### config.mk
export PLATFORM = sky130hd
export DESIGN_NAME = pulse_period_tachometer_core
export DESIGN_NICKNAME = d
export VERILOG_FILES = /design/src/sv/ppt_pkg.sv /design/src/sv/ppt_mult.sv /design/src/sv/ppt_div.sv /design/src/sv/pulse_period_tachometer_core.sv
export SDC_FILE = /design/constraint.sdc
export NUM_CORES = 2
export LEC_CHECK = 0
export BUFFER_PORTS_ARGS = -buffer_cell sky130_fd_sc_hd__buf_2
export CAP_MARGIN = 20
export CORE_MARGIN = 1
export CORE_UTILIZATION = 27
export CTS_CLUSTER_DIAMETER = 50
export DETAILED_ROUTE_END_ITERATION = 16
export PLACE_DENSITY_LB_ADDON = 0.25
export REMOVE_ABC_BUFFERS = 1
export SYNTH_ARGS = -nofsm -noshare
export SYNTH_HDL_FRONTEND = slang
export SYNTH_SLANG_ARGS = --single-unit
### constraint.sdc
create_clock -name clk -period 7.7 [get_ports clk]
set_input_delay 0.385 -clock clk [delete_from_list [all_inputs] [get_ports clk]]
set_output_delay 0.385 -clock clk [all_outputs]
set_load 0.05 [all_outputs]
### src/sv/ppt_pkg.sv
`default_nettype none
// ----------------------------------------------------------------------------
// ppt_pkg - shared types and constants of the pulse period tachometer
// Field widths, register reset values, event and register codes.
// ----------------------------------------------------------------------------
package ppt_pkg;

    localparam int CLK_W     = 28;   // timer_clock
    localparam int GAP_W     = 16;   // min_gap_us
    localparam int LIM_W     = 10;   // overflow_limit
    localparam int CFG_W     = 28;   // widest register
    localparam int CFG_IDX_W = 2;
    localparam int OP_W      = 2;
    localparam int CAP_W     = 16;
    localparam int TS_W      = 32;
    localparam int IN_DATA_W = CAP_W + TS_W;
    localparam int RPM_W     = 32;
    localparam int SUM_W     = 48;
    localparam int PULSE_W   = 16;
    localparam int WRAP_W    = 10;
    localparam int CPW_W     = 16;
    localparam int ADD_W     = WRAP_W + CPW_W + 1;
    localparam int SCALE_W   = 16;
    localparam int NUM_W     = 60;   // 60000 * 200 MHz * 65535 < 2^60

    localparam logic [CPW_W-1:0]   COUNTS_PER_WRAP_DEF = 16'd65535;
    localparam logic [SCALE_W-1:0] RPM_SCALE           = 16'd60000;
    localparam logic [WRAP_W-1:0]  WRAP_MAX            = '1;

    localparam logic [CLK_W-1:0] TIMER_CLOCK_RST = 28'd16000000;
    localparam logic [GAP_W-1:0] MIN_GAP_RST     = 16'd3076;
    localparam logic [LIM_W-1:0] OVF_LIMIT_RST   = 10'd512;

    typedef enum logic [OP_W-1:0] {
        OP_EDGE  = 2'd0,
        OP_WRAP  = 2'd1,
        OP_CHECK = 2'd2
    } op_t;

    typedef enum logic [CFG_IDX_W-1:0] {
        CFG_TIMER_CLOCK = 2'd0,
        CFG_MIN_GAP     = 2'd1,
        CFG_OVF_LIMIT   = 2'd2
    } cfg_idx_t;

    // status of a serial arithmetic unit
    typedef struct packed {
        logic busy;
        logic done;   // one-cycle pulse, result valid
    } unit_status_t;

endpackage
`default_nettype wire

### src/sv/ppt_mult.sv
`default_nettype none
// ----------------------------------------------------------------------------
// ppt_mult - serial numerator multiplier
// Forms 60000 * timer_clock * pulses, one bit of the pulse count per cycle.
// ----------------------------------------------------------------------------
module ppt_mult (
    input  wire                             clk,
    input  wire                             rst_n,
    input  wire                             start,
    input  wire  [ppt_pkg::CLK_W-1:0]       timer_clock,
    input  wire  [ppt_pkg::PULSE_W-1:0]     pulses,
    output ppt_pkg::unit_status_t           status,
    output logic [ppt_pkg::NUM_W-1:0]       product
);

    localparam int CNT_W = $clog2(ppt_pkg::PULSE_W + 1);

    logic [CNT_W-1:0]              cnt_reg, cnt_next;
    logic                          done_reg, done_next;
    logic [ppt_pkg::NUM_W-1:0]     a_reg, a_next;
    logic [ppt_pkg::PULSE_W-1:0]   b_reg, b_next;
    logic [ppt_pkg::NUM_W-1:0]     acc_reg, acc_next;
    logic [ppt_pkg::NUM_W-1:0]     scaled_clock;

    assign scaled_clock = ppt_pkg::NUM_W'(ppt_pkg::RPM_SCALE)
                        * ppt_pkg::NUM_W'(timer_clock);

    always_comb
    begin
        cnt_next  = cnt_reg;
        done_next = 1'b0;
        a_next    = a_reg;
        b_next    = b_reg;
        acc_next  = acc_reg;
        if (start)
        begin
            cnt_next = CNT_W'(ppt_pkg::PULSE_W);
            a_next   = scaled_clock;
            b_next   = pulses;
            acc_next = '0;
        end
        else if (cnt_reg != '0)
        begin
            if (b_reg[0])
                acc_next = acc_reg + a_reg;
            a_next    = {a_reg[ppt_pkg::NUM_W-2:0], 1'b0};
            b_next    = {1'b0, b_reg[ppt_pkg::PULSE_W-1:1]};
            cnt_next  = cnt_reg - 1'b1;
            done_next = (cnt_reg == CNT_W'(1));
        end
    end

    always_ff @(posedge clk or negedge rst_n)
    begin
        if (!rst_n)
        begin
            cnt_reg  <= '0;
            done_reg <= 1'b0;
        end
        else
        begin
            cnt_reg  <= cnt_next;
            done_reg <= done_next;
        end
    end

    always_ff @(posedge clk)
    begin
        a_reg   <= a_next;
        b_reg   <= b_next;
        acc_reg <= acc_next;
    end

    assign status.busy = (cnt_reg != '0);
    assign status.done = done_reg;
    assign product     = acc_reg;

endmodule
`default_nettype wire

### src/sv/ppt_div.sv
`default_nettype none
// ----------------------------------------------------------------------------
// ppt_div - serial restoring divider
// One quotient bit per cycle; quotient saturates at the output width.
// ----------------------------------------------------------------------------
module ppt_div (
    input  wire                             clk,
    input  wire                             rst_n,
    input  wire                             start,
    input  wire  [ppt_pkg::NUM_W-1:0]       num,
    input  wire  [ppt_pkg::SUM_W-1:0]       den,
    output ppt_pkg::unit_status_t           status,
    output logic [ppt_pkg::RPM_W-1:0]       quot
);

    localparam int CNT_W = $clog2(ppt_pkg::NUM_W + 1);

    logic [CNT_W-1:0]              cnt_reg, cnt_next;
    logic                          done_reg, done_next;
    logic                          ovf_reg, ovf_next;
    logic [ppt_pkg::NUM_W-1:0]     num_reg, num_next;
    logic [ppt_pkg::SUM_W-1:0]     den_reg, den_next;
    logic [ppt_pkg::SUM_W-1:0]     rem_reg, rem_next;
    logic [ppt_pkg::RPM_W-1:0]     q_reg, q_next;
    logic [ppt_pkg::SUM_W:0]       trial;
    logic [ppt_pkg::SUM_W:0]       diff;
    logic                          fits;

    assign trial = {rem_reg, num_reg[ppt_pkg::NUM_W-1]};
    assign diff  = trial - {1'b0, den_reg};
    assign fits  = (trial >= {1'b0, den_reg});

    always_comb
    begin
        cnt_next  = cnt_reg;
        done_next = 1'b0;
        ovf_next  = ovf_reg;
        num_next  = num_reg;
        den_next  = den_reg;
        rem_next  = rem_reg;
        q_next    = q_reg;
        if (start)
        begin
            cnt_next = CNT_W'(ppt_pkg::NUM_W);
            ovf_next = 1'b0;
            num_next = num;
            den_next = den;
            rem_next = '0;
            q_next   = '0;
        end
        else if (cnt_reg != '0)
        begin
            // remainder stays below den, so the low bits are enough
            rem_next  = fits ? diff[ppt_pkg::SUM_W-1:0] : trial[ppt_pkg::SUM_W-1:0];
            num_next  = {num_reg[ppt_pkg::NUM_W-2:0], 1'b0};
            q_next    = {q_reg[ppt_pkg::RPM_W-2:0], fits};
            ovf_next  = ovf_reg | q_reg[ppt_pkg::RPM_W-1];
            cnt_next  = cnt_reg - 1'b1;
            done_next = (cnt_reg == CNT_W'(1));
        end
    end

    always_ff @(posedge clk or negedge rst_n)
    begin
        if (!rst_n)
        begin
            cnt_reg  <= '0;
            done_reg <= 1'b0;
        end
        else
        begin
            cnt_reg  <= cnt_next;
            done_reg <= done_next;
        end
    end

    always_ff @(posedge clk)
    begin
        ovf_reg <= ovf_next;
        num_reg <= num_next;
        den_reg <= den_next;
        rem_reg <= rem_next;
        q_reg   <= q_next;
    end

    assign status.busy = (cnt_reg != '0);
    assign status.done = done_reg;
    assign quot        = ovf_reg ? '1 : q_reg;

endmodule
`default_nettype wire

### src/sv/pulse_period_tachometer_core.sv
`default_nettype none
// ----------------------------------------------------------------------------
// pulse_period_tachometer_core - one-channel period-averaging speed meter
// Sums pulse periods between checks and reports mean speed in milli-rpm.
// ----------------------------------------------------------------------------
// Use:
//  - Input stream (s_*): one event per item. s_tuser selects the event kind
//    (pulse edge, timer wrap, periodic check); s_tdata carries the capture
//    count and the microsecond timestamp of the event.
//  - Output stream (m_*): one item per check that has something to report:
//    speed in thousandths of rpm on m_tdata, stall flag on m_tuser.
//  - Register port: cfg_we/cfg_index/cfg_wdata, write only, idle time only.
// Sequence:
//  - Wraps, quiet checks and edges that arm or bounce are handled in idle;
//    counted edges pass through an accumulate state that updates the period sum.
//  - A reporting check runs 16 steps of the bit-serial multiplier and 60 of
//    the restoring divider, then hands the result to the output register.
//    Stalled or empty sums skip the arithmetic and go straight to the output
//    state. A busy receiver holds the core in the output state.
//  - One event is in work at a time; s_tready is high whenever idle.
// Reset clears all meter state and loads the register defaults. A stalled
// receiver holds the result in the output register while events go on being
// taken; a second result waits in the core until the register frees.
// ----------------------------------------------------------------------------
module pulse_period_tachometer_core #(
    parameter logic [ppt_pkg::CPW_W-1:0] COUNTS_PER_WRAP = ppt_pkg::COUNTS_PER_WRAP_DEF
) (
    input  wire                                clk,
    input  wire                                rst_n,
    // register write port
    input  wire                                cfg_we,
    input  wire  [ppt_pkg::CFG_IDX_W-1:0]      cfg_index,
    input  wire  [ppt_pkg::CFG_W-1:0]          cfg_wdata,
    // event stream
    input  wire                                s_tvalid,
    output logic                               s_tready,
    input  wire  [ppt_pkg::IN_DATA_W-1:0]      s_tdata,   // capture_count, now_us
    input  wire  [ppt_pkg::OP_W-1:0]           s_tuser,   // operation
    // result stream
    output logic                               m_tvalid,
    input  wire                                m_tready,
    output logic [ppt_pkg::RPM_W-1:0]          m_tdata,   // rpm_milli
    output logic [0:0]                         m_tuser    // stalled
);

    typedef enum logic [4:0] {
        ST_IDLE  = 5'b00001,
        ST_ACCUM = 5'b00010,
        ST_MULT  = 5'b00100,
        ST_DIV   = 5'b01000,
        ST_OUT   = 5'b10000
    } state_t;

    state_t state_reg, state_next;

    // registers
    logic [ppt_pkg::CLK_W-1:0]   clock_reg, clock_next;
    logic [ppt_pkg::GAP_W-1:0]   gap_reg, gap_next;
    logic [ppt_pkg::LIM_W-1:0]   limit_reg, limit_next;

    // meter state
    logic                         fresh_reg, fresh_next;
    logic [ppt_pkg::SUM_W-1:0]    sum_reg, sum_next;
    logic [ppt_pkg::PULSE_W-1:0]  pulse_reg, pulse_next;
    logic [ppt_pkg::WRAP_W-1:0]   wrap_reg, wrap_next;
    logic                         stall_reg, stall_next;
    logic [ppt_pkg::TS_W-1:0]     last_reg, last_next;

    // payload
    logic [ppt_pkg::ADD_W-1:0]    add_reg, add_next;
    logic [ppt_pkg::RPM_W-1:0]    res_rpm_reg, res_rpm_next;
    logic                         res_stall_reg, res_stall_next;
    logic                         m_valid_reg, m_valid_next;
    logic [ppt_pkg::RPM_W-1:0]    m_rpm_reg, m_rpm_next;
    logic                         m_stall_reg, m_stall_next;

    // event fields
    logic                         in_acc;
    logic [ppt_pkg::CAP_W-1:0]    cap;
    logic [ppt_pkg::TS_W-1:0]     now;
    logic [ppt_pkg::TS_W-1:0]     since_last;
    logic [ppt_pkg::SUM_W:0]      sum_wide;

    // serial arithmetic
    logic                         mult_start, div_start;
    ppt_pkg::unit_status_t        mult_st, div_st;
    logic [ppt_pkg::NUM_W-1:0]    product;
    logic [ppt_pkg::RPM_W-1:0]    quot;

    assign s_tready   = (state_reg == ST_IDLE);
    assign in_acc     = s_tvalid && s_tready;
    assign cap        = s_tdata[ppt_pkg::CAP_W-1:0];
    assign now        = s_tdata[ppt_pkg::IN_DATA_W-1:ppt_pkg::CAP_W];
    assign since_last = now - last_reg;   // modular, survives timestamp wrap
    assign sum_wide   = {1'b0, sum_reg} + (ppt_pkg::SUM_W+1)'(add_reg);
    assign div_start  = (state_reg == ST_MULT) && mult_st.done;

    always_comb
    begin
        state_next     = state_reg;
        clock_next     = clock_reg;
        gap_next       = gap_reg;
        limit_next     = limit_reg;
        fresh_next     = fresh_reg;
        sum_next       = sum_reg;
        pulse_next     = pulse_reg;
        wrap_next      = wrap_reg;
        stall_next     = stall_reg;
        last_next      = last_reg;
        add_next       = add_reg;
        res_rpm_next   = res_rpm_reg;
        res_stall_next = res_stall_reg;
        m_valid_next   = m_valid_reg;
        m_rpm_next     = m_rpm_reg;
        m_stall_next   = m_stall_reg;
        mult_start     = 1'b0;

        if (cfg_we)
        begin
            unique case (cfg_index)
                ppt_pkg::CFG_TIMER_CLOCK: clock_next = cfg_wdata[ppt_pkg::CLK_W-1:0];
                ppt_pkg::CFG_MIN_GAP:     gap_next   = cfg_wdata[ppt_pkg::GAP_W-1:0];
                ppt_pkg::CFG_OVF_LIMIT:   limit_next = cfg_wdata[ppt_pkg::LIM_W-1:0];
                default: ;
            endcase
        end

        if (m_valid_reg && m_tready)
            m_valid_next = 1'b0;

        unique case (state_reg)
            ST_IDLE:
            begin
                if (in_acc)
                begin
                    unique case (s_tuser)
                        ppt_pkg::OP_EDGE:
                        begin
                            if (fresh_reg)
                            begin
                                // first edge arms the meter
                                sum_next   = '0;
                                pulse_next = '0;
                                wrap_next  = '0;
                                stall_next = 1'b0;
                                fresh_next = 1'b0;
                                last_next  = now;
                            end
                            else if (!stall_reg && since_last >= ppt_pkg::TS_W'(gap_reg))
                            begin
                                last_next  = now;
                                add_next   = ppt_pkg::ADD_W'(wrap_reg)
                                           * ppt_pkg::ADD_W'(COUNTS_PER_WRAP)
                                           + ppt_pkg::ADD_W'(cap);
                                if (pulse_reg != '1)
                                    pulse_next = pulse_reg + 1'b1;
                                wrap_next  = '0;
                                state_next = ST_ACCUM;
                            end
                        end
                        ppt_pkg::OP_WRAP:
                        begin
                            if (!stall_reg)
                            begin
                                if (ppt_pkg::LIM_W'(wrap_reg) > limit_reg
                                    || wrap_reg == ppt_pkg::WRAP_MAX)
                                begin
                                    wrap_next  = '0;
                                    stall_next = 1'b1;
                                end
                                else
                                    wrap_next = wrap_reg + 1'b1;
                            end
                        end
                        ppt_pkg::OP_CHECK:
                        begin
                            if (stall_reg || (!fresh_reg && pulse_reg != '0))
                            begin
                                fresh_next     = 1'b1;
                                res_stall_next = stall_reg;
                                if (stall_reg || sum_reg == '0)
                                begin
                                    res_rpm_next = '0;
                                    state_next   = ST_OUT;
                                end
                                else
                                begin
                                    mult_start = 1'b1;
                                    state_next = ST_MULT;
                                end
                            end
                        end
                        default: ;
                    endcase
                end
            end
            ST_ACCUM:
            begin
                sum_next   = sum_wide[ppt_pkg::SUM_W] ? '1 : sum_wide[ppt_pkg::SUM_W-1:0];
                state_next = ST_IDLE;
            end
            ST_MULT:
            begin
                if (mult_st.done)
                    state_next = ST_DIV;
            end
            ST_DIV:
            begin
                if (div_st.done)
                begin
                    res_rpm_next = quot;
                    state_next   = ST_OUT;
                end
            end
            ST_OUT:
            begin
                if (!m_valid_reg || m_tready)
                begin
                    m_valid_next = 1'b1;
                    m_rpm_next   = res_rpm_reg;
                    m_stall_next = res_stall_reg;
                    state_next   = ST_IDLE;
                end
            end
            default: state_next = ST_IDLE;
        endcase
    end

    always_ff @(posedge clk or negedge rst_n)
    begin
        if (!rst_n)
        begin
            state_reg   <= ST_IDLE;
            clock_reg   <= ppt_pkg::TIMER_CLOCK_RST;
            gap_reg     <= ppt_pkg::MIN_GAP_RST;
            limit_reg   <= ppt_pkg::OVF_LIMIT_RST;
            fresh_reg   <= 1'b1;
            sum_reg     <= '0;
            pulse_reg   <= '0;
            wrap_reg    <= '0;
            stall_reg   <= 1'b0;
            last_reg    <= '0;
            m_valid_reg <= 1'b0;
        end
        else
        begin
            state_reg   <= state_next;
            clock_reg   <= clock_next;
            gap_reg     <= gap_next;
            limit_reg   <= limit_next;
            fresh_reg   <= fresh_next;
            sum_reg     <= sum_next;
            pulse_reg   <= pulse_next;
            wrap_reg    <= wrap_next;
            stall_reg   <= stall_next;
            last_reg    <= last_next;
            m_valid_reg <= m_valid_next;
        end
    end

    always_ff @(posedge clk)
    begin
        add_reg       <= add_next;
        res_rpm_reg   <= res_rpm_next;
        res_stall_reg <= res_stall_next;
        m_rpm_reg     <= m_rpm_next;
        m_stall_reg   <= m_stall_next;
    end

    ppt_mult u_mult (
        .clk         (clk),
        .rst_n       (rst_n),
        .start       (mult_start),
        .timer_clock (clock_reg),
        .pulses      (pulse_reg),
        .status      (mult_st),
        .product     (product)
    );

    ppt_div u_div (
        .clk    (clk),
        .rst_n  (rst_n),
        .start  (div_start),
        .num    (product),
        .den    (sum_reg),
        .status (div_st),
        .quot   (quot)
    );

    assign m_tvalid   = m_valid_reg;
    assign m_tdata    = m_rpm_reg;
    assign m_tuser[0] = m_stall_reg;

endmodule
`default_nettype wire

==> results.yml <==
status:
  status: "complete, but fails checks"
  violations: "DRC"
yosys:
  synth_top_cell_area_share_pct: 18.27
  yosys_warnings: 0
  syn_area_um2: 41250
  synth_enable_flop_cells: 251
  yosysTopAreaCell: "edfxtp_1"
  synthTopCellsByArea: "edfxtp_1 18%, ha_1 11%, dfrtp_1 10%, fa_1 9.3%, dfxtp_1 7.4%"
  synth_flop_cell: "edfxtp_1"
  synth.distinct_cells: 85
  synth_most_common_cell: "nand2_1"
  syn_avg_cell_area_um2: 9.257
  synthCells: 4456
  yosysSeqAreaShare_pct: 36.67
  synthArstFlopShare_pct: 30.99
  synth_commonest_cells: "667 x nand2_1, 483 x inv_1, 377 x a21oi_1"
  synth.ff_latch_count: 584
setup_path:
  worstSetupEndpointType: "register"
  worstPathArrival_ns: 6.89
  startpoint_type: "register"
  critical_path.max_fanout: 7
  cp.required_ns: 8.13
  path_class: "register to register"
detailed_routing:
  detail-route-antenna-nets: 0
  via_count: 31240
  drt-initial-drc-count: 1211
  via_per_inst: 4.633
  drc: 2
  wl_per_cell_um: 14.91
  wirelength_mm: 100.6
  firstDrtPassIters: 11
sta:
  rsz0062_at_grt: "false"
  hold_viol_final: 0
  worst_slack_ns: 1.249
  setup_viol: 0
  final_max_slew_viol_count: 0
  finClkSkew_ns: 0.04008
  worstMarginPinSlew_ns: 0.9414
  max_freq_ghz: 0.1550
  holdWs_ns: 0.08954
  slew_headroom_pct: 36.42
  min_period_over_period_pct: 83.78
  post-route-min-period_ns: 6.451
  setup_tns_ns: 0
floorplanning:
  boundaryPins: 120
  die-width_um: 392.9
  rows: 143
  die_y_um: 392.9
  core-area_um2: 151700
  die-area_um2: 154300
  start_util_pct: 27.19
cells_and_area:
  multi_input_area_um2: 23810
  synthToLayoutAreaGrowth_pct: 17.01
  final_area_um2: 48260
  layout.nets: 5260
  drive_gt1_share_pct: 10.20
  final_util_pct: 31.81
  nFillCells: 15920
  seq_area_um2: 15130
  finalNonFillerCells: 6744
grt:
  antenna_found_initial: 10
  grt_pass1_vias: 31410
  grt_pass1_wl_mm: 166.8
  gr-usage-all-layers_pct: 13.21
  grt_max_degree: 86
  overflow: 0
power_and_ir_drop:
  vdd_drop_max_v: 0.0003960
  p_leak_nw: 21.87
  p_total_mw: 25.26
  power_density_nw_per_um2: 523.3
hold_path:
  hold_class: "input port to register"
placement:
  hpwl_mm: 74.71
  routabilityCongestion: 0.8654
  place_ws_ns: 1.166
  placed_cells: 6490
  placed_cell_area_um2: 44160
  io_buffers: 119
run:
  drv_cap: 0
clock_tree:
  htreeDepth: 3
  cts.clk_slew.worst_paths_ns: 0.06
  tritoncts: "built"
  clk_latency_ns: 0.71
  ctsResizeCount: 0
  cts_buffers: 96
  cts.sinks: 584
  cts-root-buf: "clkbuf_16"
  clock_path_buffers: 3
[worst max-delay path, cell delays in order (launching register included)]
cell      delay (ns)
dfrtp_1         0.47
fa_1            0.69
inv_1           0.16
fa_1            0.71
inv_1           0.14
fa_1            0.84
inv_1           0.12
fa_1            0.52
fa_1            0.54
inv_1           0.04
ha_1            0.24
or3_1           0.36
a211oi_1        0.24
o31ai_1         0.16
o21ai_0         0.35
o21a_1          0.25
o21ai_0         0.10
a21oi_1         0.19
xnor2_1         0.07
[power breakdown]
part           internal (mW)  switching (mW)
registers               4.58           0.827
logic                   6.63            8.71
clock network           2.79            1.72
[cells by family after synthesis]
group / after synthesis / synth area share [%]
xor gates and xnor gates: 174 / 3.695
adders and majority gates: 551 / 20.19
muxes: 93 / 2.739
and+or+nand+nor: 1344 / 14.80
buffers and inverters: 633 / 5.855
DFF: 584 / 36.67
AOI/OAI and AO/OA: 1077 / 16.05
[final timing paths]
| check | endpoint | start | slack (ns) | depth (start not counted) |
|---|---|---|---|---|
| setup / recovery | add_reg[26]$_DFFE_PP_ | wrap_reg[7]$_DFFE_PN0P_ | 1.25 | 18 |
| hold / removal | stall_reg$_DFFE_PN0P_ | s_tuser[0] | 0.09 | 3 |
| setup reg to reg | add_reg[26]$_DFFE_PP_ | wrap_reg[7]$_DFFE_PN0P_ | 1.25 | 18 |
| hold reg to reg | m_tdata[19]$_DFFE_PP_ | res_rpm_reg[19]$_SDFFCE_PP0P_ | 0.41 | 0 |
| max in group asynchronous | clock_reg[17]$_DFFE_PN0P_ | rst_n | 6.00 | 3 |
| min in group asynchronous | m_tvalid$_DFF_PN0_ | rst_n | 0.31 | 2 |
[cell type report]
cell class,instances,share of cell area (%)
inverters,484,3.770
well taps,2030,5.263
clock buffers,106,5.227
multi-input cells,3239,49.33
clock inverters,75,1.841
repair buffers,219,3.191
flip-flops and latches,584,31.34
diodes,7,0.03630
[routing by layer]
metal	up-vias	share of wire (%)	wire length, um	global-route usage, %
met5	-	0.018	18	0
met2	397	46	45830	21.59
li1	15870	-	-	-
met4	4	2.3	2280	3.594
met1	14810	49	49270	17.91
met3	157	3.2	3187	2.170
[cells in the final DEF, fill, tap and decap left out, drive strengths merged, types with 69 or more instances in the layout]
cell type and count:
ha 360, dfrtp 168, nor2 222, edfxtp 251, a21oi 377, buf 155
nand2 667, clkbuf 108, o21ai 263, nand3 85, xnor2 114, a21o 105
mux2 69, fa 191, dfxtp 152, inv 503
[what timing repair did]
action | CTS | global route
endpoints found under the hold margin | 156 | 0
hold buffers | 62 | 0
buffers inserted | 0 | 0
(Power assumes the default switching activity.)
